[src/rtl/core/pisd_pkg.sv]
// shared types and constants for the palette image stream decoder
// no dependencies
package pisd_pkg;

    localparam int PALETTE_DEPTH = 256;
    localparam int PAL_IDX_W     = $clog2(PALETTE_DEPTH);
    localparam int DIM_BITS      = 16;

    localparam logic [3:0] HDR_TRANSP = 4'd8;
    localparam logic [3:0] HDR_KEY_HI = 4'd9;
    localparam logic [3:0] HDR_KEY_LO = 4'd10;
    localparam logic [3:0] HDR_LAST   = 4'd11;

    localparam logic [7:0] ALPHA_OPAQUE = 8'hFF;
    localparam logic [7:0] ALPHA_CLEAR  = 8'h00;

    typedef enum logic [1:0] {
        PH_HEADER,
        PH_PALETTE,
        PH_PIXELS,
        PH_IDLE
    } phase_t;

    typedef enum logic [1:0] {
        ST_PIXEL     = 2'd0,
        ST_DIM_ERR   = 2'd1,
        ST_OUT_RANGE = 2'd2
    } status_t;

    typedef struct packed {
        logic    valid;
        status_t status;
        logic    last;
        logic    alpha_clear;
    } pix_ctl_t;

    typedef struct packed {
        logic                 we;
        logic [PAL_IDX_W-1:0] addr;
        logic [15:0]          data;
    } pal_wr_t;

endpackage

[src/rtl/core/pisd_palette_ram.sv]
// palette store, one write port and one registered read port
// depends on pisd_pkg
module pisd_palette_ram (
    input  logic                           aclk,
    input  pisd_pkg::pal_wr_t              wr,
    input  logic                           rd_en,
    input  logic [pisd_pkg::PAL_IDX_W-1:0] rd_addr,
    output logic [15:0]                    rd_data
);

    logic [15:0] mem [pisd_pkg::PALETTE_DEPTH];

    always_ff @(posedge aclk) begin
        if (wr.we) begin
            mem[wr.addr] <= wr.data;
        end
    end

    always_ff @(posedge aclk) begin
        if (rd_en) begin
            rd_data <= mem[rd_addr];
        end
    end

endmodule

[src/rtl/core/pisd_parser.sv]
// byte parser: header fields, palette fill with key search, pixel counters
// depends on pisd_pkg
module pisd_parser (
    input  logic                           aclk,
    input  logic                           aresetn,
    input  logic                           accept,
    input  logic [7:0]                     data_byte,
    input  logic                           start_of_image,
    output pisd_pkg::pal_wr_t              pal_wr,
    output logic                           rd_en,
    output logic [pisd_pkg::PAL_IDX_W-1:0] rd_addr,
    output pisd_pkg::pix_ctl_t             ctl
);

    localparam int DB = pisd_pkg::DIM_BITS;
    localparam int IW = pisd_pkg::PAL_IDX_W;

    pisd_pkg::phase_t phase_reg, phase_next, phase_cur;
    logic [3:0]    hcnt_reg, hcnt_next, hcnt_cur;
    logic [31:0]   w_reg, w_next, w_cur;
    logic [31:0]   h_reg, h_next, h_cur;
    logic          transp_reg, transp_next;
    logic [15:0]   key_reg, key_next;
    logic [7:0]    count_reg, count_next;
    logic [8:0]    fill_reg, fill_next;
    logic [7:0]    pend_reg, pend_next;
    logic          pend_valid_reg, pend_valid_next;
    logic          found_reg, found_next;
    logic [IW-1:0] key_idx_reg, key_idx_next;
    logic [DB-1:0] col_reg, col_next;
    logic [DB-1:0] row_reg, row_next;

    logic          hdr_done;
    logic          dim_err;
    logic          dims_zero_cur;
    logic          dims_zero_reg;
    logic          fill_last;
    logic          pix_last;
    logic          idx_oor;
    logic [15:0]   entry;

    assign phase_cur = start_of_image ? pisd_pkg::PH_HEADER : phase_reg;
    assign hcnt_cur  = start_of_image ? 4'd0 : hcnt_reg;
    assign w_cur     = start_of_image ? 32'd0 : w_reg;
    assign h_cur     = start_of_image ? 32'd0 : h_reg;

    assign hdr_done      = (hcnt_cur == pisd_pkg::HDR_LAST);
    assign dim_err       = (|w_cur[31:DB]) || (|h_cur[31:DB]);
    assign dims_zero_cur = (w_cur[DB-1:0] == '0) || (h_cur[DB-1:0] == '0);
    assign dims_zero_reg = (w_reg[DB-1:0] == '0) || (h_reg[DB-1:0] == '0);
    assign fill_last     = ((fill_reg + 9'd1) == {1'b0, count_reg});
    assign pix_last      = (col_reg == w_reg[DB-1:0] - DB'(1))
                        && (row_reg == h_reg[DB-1:0] - DB'(1));
    assign idx_oor       = (data_byte >= count_reg)
                        || ({1'b0, data_byte} >= 9'(pisd_pkg::PALETTE_DEPTH));
    assign entry         = {pend_reg, data_byte};

    always_comb begin
        phase_next = phase_reg;
        if (accept) begin
            case (phase_cur)
                pisd_pkg::PH_HEADER: begin
                    if (!hdr_done) begin
                        phase_next = pisd_pkg::PH_HEADER;
                    end else if (dim_err) begin
                        phase_next = pisd_pkg::PH_IDLE;
                    end else if (data_byte != 8'd0) begin
                        phase_next = pisd_pkg::PH_PALETTE;
                    end else if (dims_zero_cur) begin
                        phase_next = pisd_pkg::PH_IDLE;
                    end else begin
                        phase_next = pisd_pkg::PH_PIXELS;
                    end
                end
                pisd_pkg::PH_PALETTE: begin
                    if (pend_valid_reg && fill_last) begin
                        phase_next = dims_zero_reg ? pisd_pkg::PH_IDLE : pisd_pkg::PH_PIXELS;
                    end
                end
                pisd_pkg::PH_PIXELS: begin
                    if (pix_last) begin
                        phase_next = pisd_pkg::PH_IDLE;
                    end
                end
                default: begin
                    phase_next = pisd_pkg::PH_IDLE;
                end
            endcase
        end
    end

    always_comb begin
        hcnt_next       = hcnt_reg;
        w_next          = w_reg;
        h_next          = h_reg;
        transp_next     = transp_reg;
        key_next        = key_reg;
        count_next      = count_reg;
        fill_next       = fill_reg;
        pend_next       = pend_reg;
        pend_valid_next = pend_valid_reg;
        found_next      = found_reg;
        key_idx_next    = key_idx_reg;
        col_next        = col_reg;
        row_next        = row_reg;
        pal_wr          = '0;
        rd_en           = 1'b0;
        rd_addr         = data_byte[IW-1:0];
        ctl             = '0;
        if (accept) begin
            case (phase_cur)
                pisd_pkg::PH_HEADER: begin
                    hcnt_next = hcnt_cur + 4'd1;
                    w_next    = w_cur;
                    h_next    = h_cur;
                    if (hcnt_cur < 4'd4) begin
                        w_next = {w_cur[23:0], data_byte};
                    end else if (hcnt_cur < pisd_pkg::HDR_TRANSP) begin
                        h_next = {h_cur[23:0], data_byte};
                    end else if (hcnt_cur == pisd_pkg::HDR_TRANSP) begin
                        transp_next = (data_byte != 8'd0);
                    end else if (hcnt_cur == pisd_pkg::HDR_KEY_HI) begin
                        key_next = {data_byte, 8'd0};
                    end else if (hcnt_cur == pisd_pkg::HDR_KEY_LO) begin
                        key_next = {key_reg[15:8], data_byte};
                    end else begin
                        count_next = data_byte;
                    end
                    if (hdr_done) begin
                        fill_next       = '0;
                        pend_valid_next = 1'b0;
                        found_next      = 1'b0;
                        col_next        = '0;
                        row_next        = '0;
                        if (dim_err) begin
                            ctl.valid  = 1'b1;
                            ctl.status = pisd_pkg::ST_DIM_ERR;
                            ctl.last   = 1'b1;
                        end
                    end
                end
                pisd_pkg::PH_PALETTE: begin
                    if (!pend_valid_reg) begin
                        pend_next       = data_byte;
                        pend_valid_next = 1'b1;
                    end else begin
                        pend_valid_next = 1'b0;
                        fill_next       = fill_reg + 9'd1;
                        col_next        = '0;
                        row_next        = '0;
                        if (fill_reg < 9'(pisd_pkg::PALETTE_DEPTH)) begin
                            pal_wr.we   = 1'b1;
                            pal_wr.addr = fill_reg[IW-1:0];
                            pal_wr.data = entry;
                            if (transp_reg && !found_reg && entry == key_reg) begin
                                found_next   = 1'b1;
                                key_idx_next = fill_reg[IW-1:0];
                            end
                        end
                    end
                end
                pisd_pkg::PH_PIXELS: begin
                    if (col_reg == w_reg[DB-1:0] - DB'(1)) begin
                        col_next = '0;
                        row_next = row_reg + DB'(1);
                    end else begin
                        col_next = col_reg + DB'(1);
                    end
                    rd_en     = !idx_oor;
                    ctl.valid = 1'b1;
                    ctl.last  = pix_last;
                    if (idx_oor) begin
                        ctl.status = pisd_pkg::ST_OUT_RANGE;
                    end else begin
                        ctl.status      = pisd_pkg::ST_PIXEL;
                        ctl.alpha_clear = transp_reg && found_reg
                                       && (data_byte == 8'(key_idx_reg));
                    end
                end
                default: begin
                end
            endcase
        end
    end

    always_ff @(posedge aclk) begin
        if (!aresetn) begin
            phase_reg      <= pisd_pkg::PH_HEADER;
            hcnt_reg       <= '0;
            w_reg          <= '0;
            h_reg          <= '0;
            transp_reg     <= 1'b0;
            key_reg        <= '0;
            count_reg      <= '0;
            fill_reg       <= '0;
            pend_valid_reg <= 1'b0;
            found_reg      <= 1'b0;
            col_reg        <= '0;
            row_reg        <= '0;
        end else begin
            phase_reg      <= phase_next;
            hcnt_reg       <= hcnt_next;
            w_reg          <= w_next;
            h_reg          <= h_next;
            transp_reg     <= transp_next;
            key_reg        <= key_next;
            count_reg      <= count_next;
            fill_reg       <= fill_next;
            pend_valid_reg <= pend_valid_next;
            found_reg      <= found_next;
            col_reg        <= col_next;
            row_reg        <= row_next;
        end
    end

    always_ff @(posedge aclk) begin
        pend_reg    <= pend_next;
        key_idx_reg <= key_idx_next;
    end

endmodule

[src/rtl/core/pisd_pixel_out.sv]
// lookup stage and output register with stall control
// depends on pisd_pkg
module pisd_pixel_out (
    input  logic               aclk,
    input  logic               aresetn,
    input  logic               accept,
    input  pisd_pkg::pix_ctl_t ctl,
    input  logic [15:0]        rd_data,
    output logic               in_ready,
    output logic               m_tvalid,
    input  logic               m_tready,
    output logic [31:0]        m_tdata,
    output logic               m_tlast,
    output logic [1:0]         m_tuser
);

    pisd_pkg::pix_ctl_t a_reg;
    logic               a_valid_reg, a_valid_next;
    logic               b_valid_reg, b_valid_next;
    logic               a_adv;
    logic [7:0]         red, green, blue, alpha;

    assign a_adv    = !b_valid_reg || m_tready;
    assign in_ready = !a_valid_reg || a_adv;

    always_comb begin
        a_valid_next = a_valid_reg;
        b_valid_next = b_valid_reg;
        if (a_adv) begin
            b_valid_next = a_valid_reg;
            a_valid_next = 1'b0;
        end
        if (accept) begin
            a_valid_next = ctl.valid;
        end
    end

    always_comb begin
        case (a_reg.status)
            pisd_pkg::ST_PIXEL: begin
                red   = {rd_data[11:8], rd_data[11:8]};
                green = {rd_data[7:4], rd_data[7:4]};
                blue  = {rd_data[3:0], rd_data[3:0]};
                alpha = a_reg.alpha_clear ? pisd_pkg::ALPHA_CLEAR : pisd_pkg::ALPHA_OPAQUE;
            end
            pisd_pkg::ST_OUT_RANGE: begin
                red   = 8'd0;
                green = 8'd0;
                blue  = 8'd0;
                alpha = pisd_pkg::ALPHA_OPAQUE;
            end
            default: begin
                red   = 8'd0;
                green = 8'd0;
                blue  = 8'd0;
                alpha = pisd_pkg::ALPHA_CLEAR;
            end
        endcase
    end

    always_ff @(posedge aclk) begin
        if (!aresetn) begin
            a_valid_reg <= 1'b0;
            b_valid_reg <= 1'b0;
        end else begin
            a_valid_reg <= a_valid_next;
            b_valid_reg <= b_valid_next;
        end
    end

    always_ff @(posedge aclk) begin
        if (accept) begin
            a_reg <= ctl;
        end
        if (a_adv) begin
            m_tdata <= {alpha, blue, green, red};
            m_tlast <= a_reg.last;
            m_tuser <= a_reg.status;
        end
    end

    assign m_tvalid = b_valid_reg;

endmodule

[src/rtl/core/palette_image_stream_decoder.sv]
// Palette image stream decoder.
// Input stream s_*: one byte per word. s_tdata carries the stream byte, s_tuser
// marks the first header byte of an image and restarts parsing. The stream is a
// 12-byte header (width, height big-endian 32 bit, transparency flag, 16-bit key
// color, palette size), then the 16-bit palette entries, then one index per pixel.
// Output stream m_*: one RGBA8888 word per pixel, m_tlast on the final pixel or
// on the single dimension error word, m_tuser the status code.
// Throughput: one input word per cycle while s_tready is high; only pixel words and
// the dimension error word on the last header byte give output. The palette read
// register loads at the edge that takes an index, then the output register unless stalled.
// Reset: synchronous, active low; the parser waits for header byte zero, output
// is empty. The palette memory is not cleared; it is written by each image with a palette.
// Stall: with m_tready low the output word holds, one more result word may enter
// the lookup stage, then s_tready stays low until m_tready returns.
// depends on pisd_pkg, pisd_parser, pisd_palette_ram, pisd_pixel_out
module palette_image_stream_decoder (
    input  logic        aclk,
    input  logic        aresetn,
    input  logic        s_tvalid,
    output logic        s_tready,
    input  logic [7:0]  s_tdata,   // data_byte [7:0]
    input  logic [0:0]  s_tuser,   // start_of_image [0]
    output logic        m_tvalid,
    input  logic        m_tready,
    output logic [31:0] m_tdata,   // red [7:0], green [15:8], blue [23:16], alpha [31:24]
    output logic        m_tlast,
    output logic [1:0]  m_tuser    // status [1:0]
);

    logic                           accept;
    pisd_pkg::pal_wr_t              pal_wr;
    logic                           rd_en;
    logic [pisd_pkg::PAL_IDX_W-1:0] rd_addr;
    logic [15:0]                    rd_data;
    pisd_pkg::pix_ctl_t             ctl;

    assign accept = s_tvalid && s_tready;

    pisd_parser u_parser (
        .aclk           (aclk),
        .aresetn        (aresetn),
        .accept         (accept),
        .data_byte      (s_tdata),
        .start_of_image (s_tuser[0]),
        .pal_wr         (pal_wr),
        .rd_en          (rd_en),
        .rd_addr        (rd_addr),
        .ctl            (ctl)
    );

    pisd_palette_ram u_ram (
        .aclk    (aclk),
        .wr      (pal_wr),
        .rd_en   (rd_en),
        .rd_addr (rd_addr),
        .rd_data (rd_data)
    );

    pisd_pixel_out u_out (
        .aclk     (aclk),
        .aresetn  (aresetn),
        .accept   (accept),
        .ctl      (ctl),
        .rd_data  (rd_data),
        .in_ready (s_tready),
        .m_tvalid (m_tvalid),
        .m_tready (m_tready),
        .m_tdata  (m_tdata),
        .m_tlast  (m_tlast),
        .m_tuser  (m_tuser)
    );

endmodule

[config.mk]
export PLATFORM = sky130hd
export DESIGN_NAME = palette_image_stream_decoder
export DESIGN_NICKNAME = d
export VERILOG_FILES = /design/src/rtl/core/pisd_pkg.sv /design/src/rtl/core/pisd_palette_ram.sv /design/src/rtl/core/pisd_parser.sv /design/src/rtl/core/pisd_pixel_out.sv /design/src/rtl/core/palette_image_stream_decoder.sv
export SDC_FILE = /design/constraint.sdc
export NUM_CORES = 2
export LEC_CHECK = 0
export BUFFER_PORTS_ARGS = -buffer_cell sky130_fd_sc_hd__buf_2
export CAP_MARGIN = 20
export CELL_PAD_IN_SITES_DETAIL_PLACEMENT = 1
export CELL_PAD_IN_SITES_GLOBAL_PLACEMENT = 1
export CORE_MARGIN = 2
export CORE_UTILIZATION = 50
export CTS_CLUSTER_DIAMETER = 150
export DETAILED_ROUTE_END_ITERATION = 10
export GPL_TIMING_DRIVEN = 0
export HOLD_SLACK_MARGIN = 0.15
export PLACE_DENSITY_LB_ADDON = 0.25
export SYNTH_ARGS = -nofsm -noshare
export SYNTH_HDL_FRONTEND = slang
export SYNTH_SLANG_ARGS = --single-unit
export TNS_END_PERCENT = 50
[constraint.sdc]
create_clock -name aclk -period 14.27 [get_ports aclk]
set_input_delay 2.1405 -clock aclk [delete_from_list [all_inputs] [get_ports aclk]]
set_output_delay 2.1405 -clock aclk [all_outputs]
set_load 0.05 [all_outputs]
==> Implementation_results.wiki <==
{| class="wikitable"
! Metric !! Value
|-
| Result of the run || finished, final reports clean
|-
| Synthesis-to-layout area growth || 16.7%
|-
| Overall fraction of global-route tracks in use || between 30% and 40%
|-
| Most used standard cell by instance count after synthesis || sky130_fd_sc_hd__edfxtp_1
|-
| Portion of the post-synthesis area used by sequential elements || between 70% and 80%
|-
| Hold Path Origin || u_out.a_reg[1]
|-
| Max Root-Sink Buffers || 4
|-
| Tightest hold margin || 0.419 ns
|-
| Syn_nets || 6037
|-
| Post-placement cell area || 138000 um2
|-
| Number of synthesis warnings || 0
|-
| Core box area || between 200000 and 300000 um2
|-
| Buffers inserted by post-CTS timing repair || 0
|-
| Flop and latch count out of synthesis || 3260
|-
| Vertical extent of the die || 509 um
|-
| Largest fanout on the critical path || 10
|-
| Max H-tree Level || 5
|-
| Resized Gates After CTS || 0
|-
| Crit Path Class || in2reg
|-
| Worst hold path class || reg2reg
|-
| Quantity of hold-fixing buffers added after cts || 0
|-
| Die width || 509 um
|-
| Gate Count Post-Synth || approximately 6000
|-
| Initial standard-cell utilization of the core || 50.2%
|-
| Antenna violation net count after detailed routing || 0
|-
| Total number of vias || between 70000 and 80000
|-
| Wire length reported by the detailed router || between 500000 and 600000 um
|-
| Number of hold-slack violations in the final timing report || 0
|-
| Slew headroom || roughly 3%
|-
| Iteration-0 DRC count of the detailed router || approximately 15000
|-
| Number of global-route vias before repair || 71766
|-
| Worst reg-to-reg setup slack || approximately 8.4 ns
|-
| Count of buffers from port buffering || between 40 and 50
|-
| Worst setup EP type || register
|-
| Post-route DRC || 0
|-
| # nets final || ~6800
|-
| Number of enable flip-flop cells after synthesis || approximately 3100
|-
| Clock latency at the later pin of the worst-skew pair || 0.95 ns
|-
| Worst IR Drop VDD || 0.107 mV
|-
| Wire length of the first global-routing pass || 661000 um
|-
| Aggregate global routing overflow || 0
|-
| Clock transition at path regs || approximately 0.060 ns
|-
| Weighted congestion reported at the end of routability-driven placement || 0.990
|-
| Final Total Pwr || 19900 uW
|-
| Power Density || 134 nW/um2
|-
| Hpwl dp || 338000 um
|-
| Maximum number of pins on one net before global-route repair || just under 100
|-
| Min cycle time layout || 7.97 ns
|-
| Max Transition Viols Final || 0
|-
| Top flip-flop cell by instance count after synthesis || sky130_fd_sc_hd__edfxtp_1
|-
| Total die area || between 200000 and 300000 um2
|-
| Commonest cells in the synthesized netlist || sky130_fd_sc_hd__edfxtp_1 (3120), sky130_fd_sc_hd__mux4_2 (920), sky130_fd_sc_hd__nor2_1 (429)
|-
| Flip-flop count of the largest register after layout || ~3100
|-
| Mean cell area of the mapped netlist || 21.2 um2
|-
| Data required, critical path || ~15 ns
|-
| Syn Std Cell Area || ~130000 um2
|-
| Fraction of layout instances using a drive strength above 1 || approximately a third
|-
| Number of antenna violations at the first check in global routing || between 40 and 50
|-
| Buffer cell driving the clock tree root || sky130_fd_sc_hd__clkbuf_16
|-
| Share of the cycle needed by the critical path after routing || a little under three fifths
|-
| Cell taking the most area after synthesis || sky130_fd_sc_hd__edfxtp_1
|-
| Asr flop ratio synth || 0%
|-
| Number of iterations in the first detailed-routing pass || 8
|-
| Clock sink total || between 3000 and 4000
|-
| Number of library cell types mapped by synthesis || 84
|-
| Startpoint Class || primary input
|-
| Number of violations of the max-capacitance limit || 0
|-
| Total CTS buffers || between 300 and 400
|-
| Area fraction of the dominant cell type after synthesis || between 70% and 80%
|-
| Static leakage || around 0.055 uW
|-
| Crit-path max cell delay || 1.00 ns
|-
| Start of the worst register-to-register path || u_parser.phase_reg[0]
|-
| CP max stage cell || sky130_fd_sc_hd__mux2i_1
|-
| Cell Rows || roughly 190
|-
| Synth area leaders || sky130_fd_sc_hd__edfxtp_1 (73%), sky130_fd_sc_hd__mux4_2 (16%), sky130_fd_sc_hd__dfxtp_1 (2.2%), sky130_fd_sc_hd__nor2_1 (1.3%), sky130_fd_sc_hd__mux2i_1 (1.1%)
|-
| TritonCTS clock tree || yes
|-
| Routed via count divided by cell count || roughly 7.2
|-
| Critical-path cell list || buf_2 > buf_2 > inv_1 > buf_4 > buf_2 > buf_2 > buf_2 > buf_2 > mux2i_1 > nand2_1 > a31oi_1 > nor2_1
|-
| Arr. time, crit path || a little under 9 ns
|-
| RSZ-0062 raised after global routing || no
|-
| Most Frequent Cell on Critical Path || sky130_fd_sc_hd__buf_2
|-
| Clock Skews || 0.0899 ns
|-
| Achievable clock frequency || 125 MHz
|-
| Slew at the pin closest to its max-slew limit || between 1 and 1.5 ns
|-
| Setup Slack @ Placement || approximately 6.0 ns
|-
| Worst Slack Setup Final || about 6.3 ns
|-
| I/O pin count || 50
|-
| Detailed-route wire length per cell || 48.4 um
|-
| Post-layout instance area || approximately 150000 um2
|-
| Setup TNS Final || 0 ns
|-
| Final setup violating endpoints || 0
|-
| First element of the critical path || s_tdata[4]
|}
layer usage:
layer / routed length, um / vias up / track usage [%]
met1: 167000 / 39367 / 49.4
met5: 420 / - / 0.676
met3: 81100 / 1708 / 17.0
met4: 42700 / 25 / 26.4
met2: 212000 / 7315 / 54.0
li1: - / 26514 / -
path summary, 6_finish.rpt:
check                           cells past startpoint               end
worst min-delay path                                0     u_out.m_tlast
worst max-delay path                               12  u_ram.rd_data[9]
worst min register to register                      0     u_out.m_tlast
worst max register to register                     12  u_ram.mem[75][7]
power breakdown:
part | leakage, uW | internal (uW) | switching (uW) | total (uW)
Combinational | 0.0125 | 192 | 606 | 799
Clock | 0.00522 | 4930 | 3840 | 8770
Sequential | 0.0373 | 10300 | 5.17 | 10300
Total | 0.0551 | 15400 | 4450 | 19900
layout make-up:
class / instances / area, um2
Inverter: 33 / 124
Buffer: 368 / 1790
Clock buffer: 437 / 9040
Sequential cell: 3260 / 96500
Clock inverter: 175 / 1660
Tap cell: 3366 / 4210
Fill cell: 21269 / 105000
Timing Repair Buffer: 381 / 5550
Multi-Input combinational cell: 2345 / 29900
Antenna cell: 31 / 77.6
through the flow:
stage,cells,utilization (%)
floorplan,6006,-
global placement,9420,52.0
detailed placement,9743,54.3
CTS,10355,58.5
global route,10370,58.6
finish,10396,58.6
cells by family after synthesis:
group / after synthesis / share of synthesized area (%)
buf+inv: 401 / 1.41
fa+ha+maj: 18 / 0.177
xor+xnor: 89 / 0.617
mux: 1068 / 17.4
compound gates: 340 / 1.74
simple gates: 830 / 3.01
flops: 3260 / 75.6
critical path: cells and delay by family:
| family | cells | cell delay (ns) |
|---|---|---|
| buffers and inverters | 8 | 4.57 |
| AND/OR/NAND/NOR | 2 | 0.43 |
| AO/OA/AOI/OAI | 1 | 0.41 |
| multiplexers | 1 | 1.00 |
layout by cell type (no fill, tap or decap), drive strengths merged, types with 32 or more instances in the layout:
cell type,n
a21oi,107
a22oi,39
buf,563
clkbuf,623
clkinv,134
dfxtp,140
edfxtp,3120
inv,39
mux2i,137
mux4,920
nand2,126
nand3,56
nor2,429
nor3,36
nor3b,32
o21ai,54
xnor2,51
xor2,38
No activity file was read; power rests on OpenSTA's default activity.
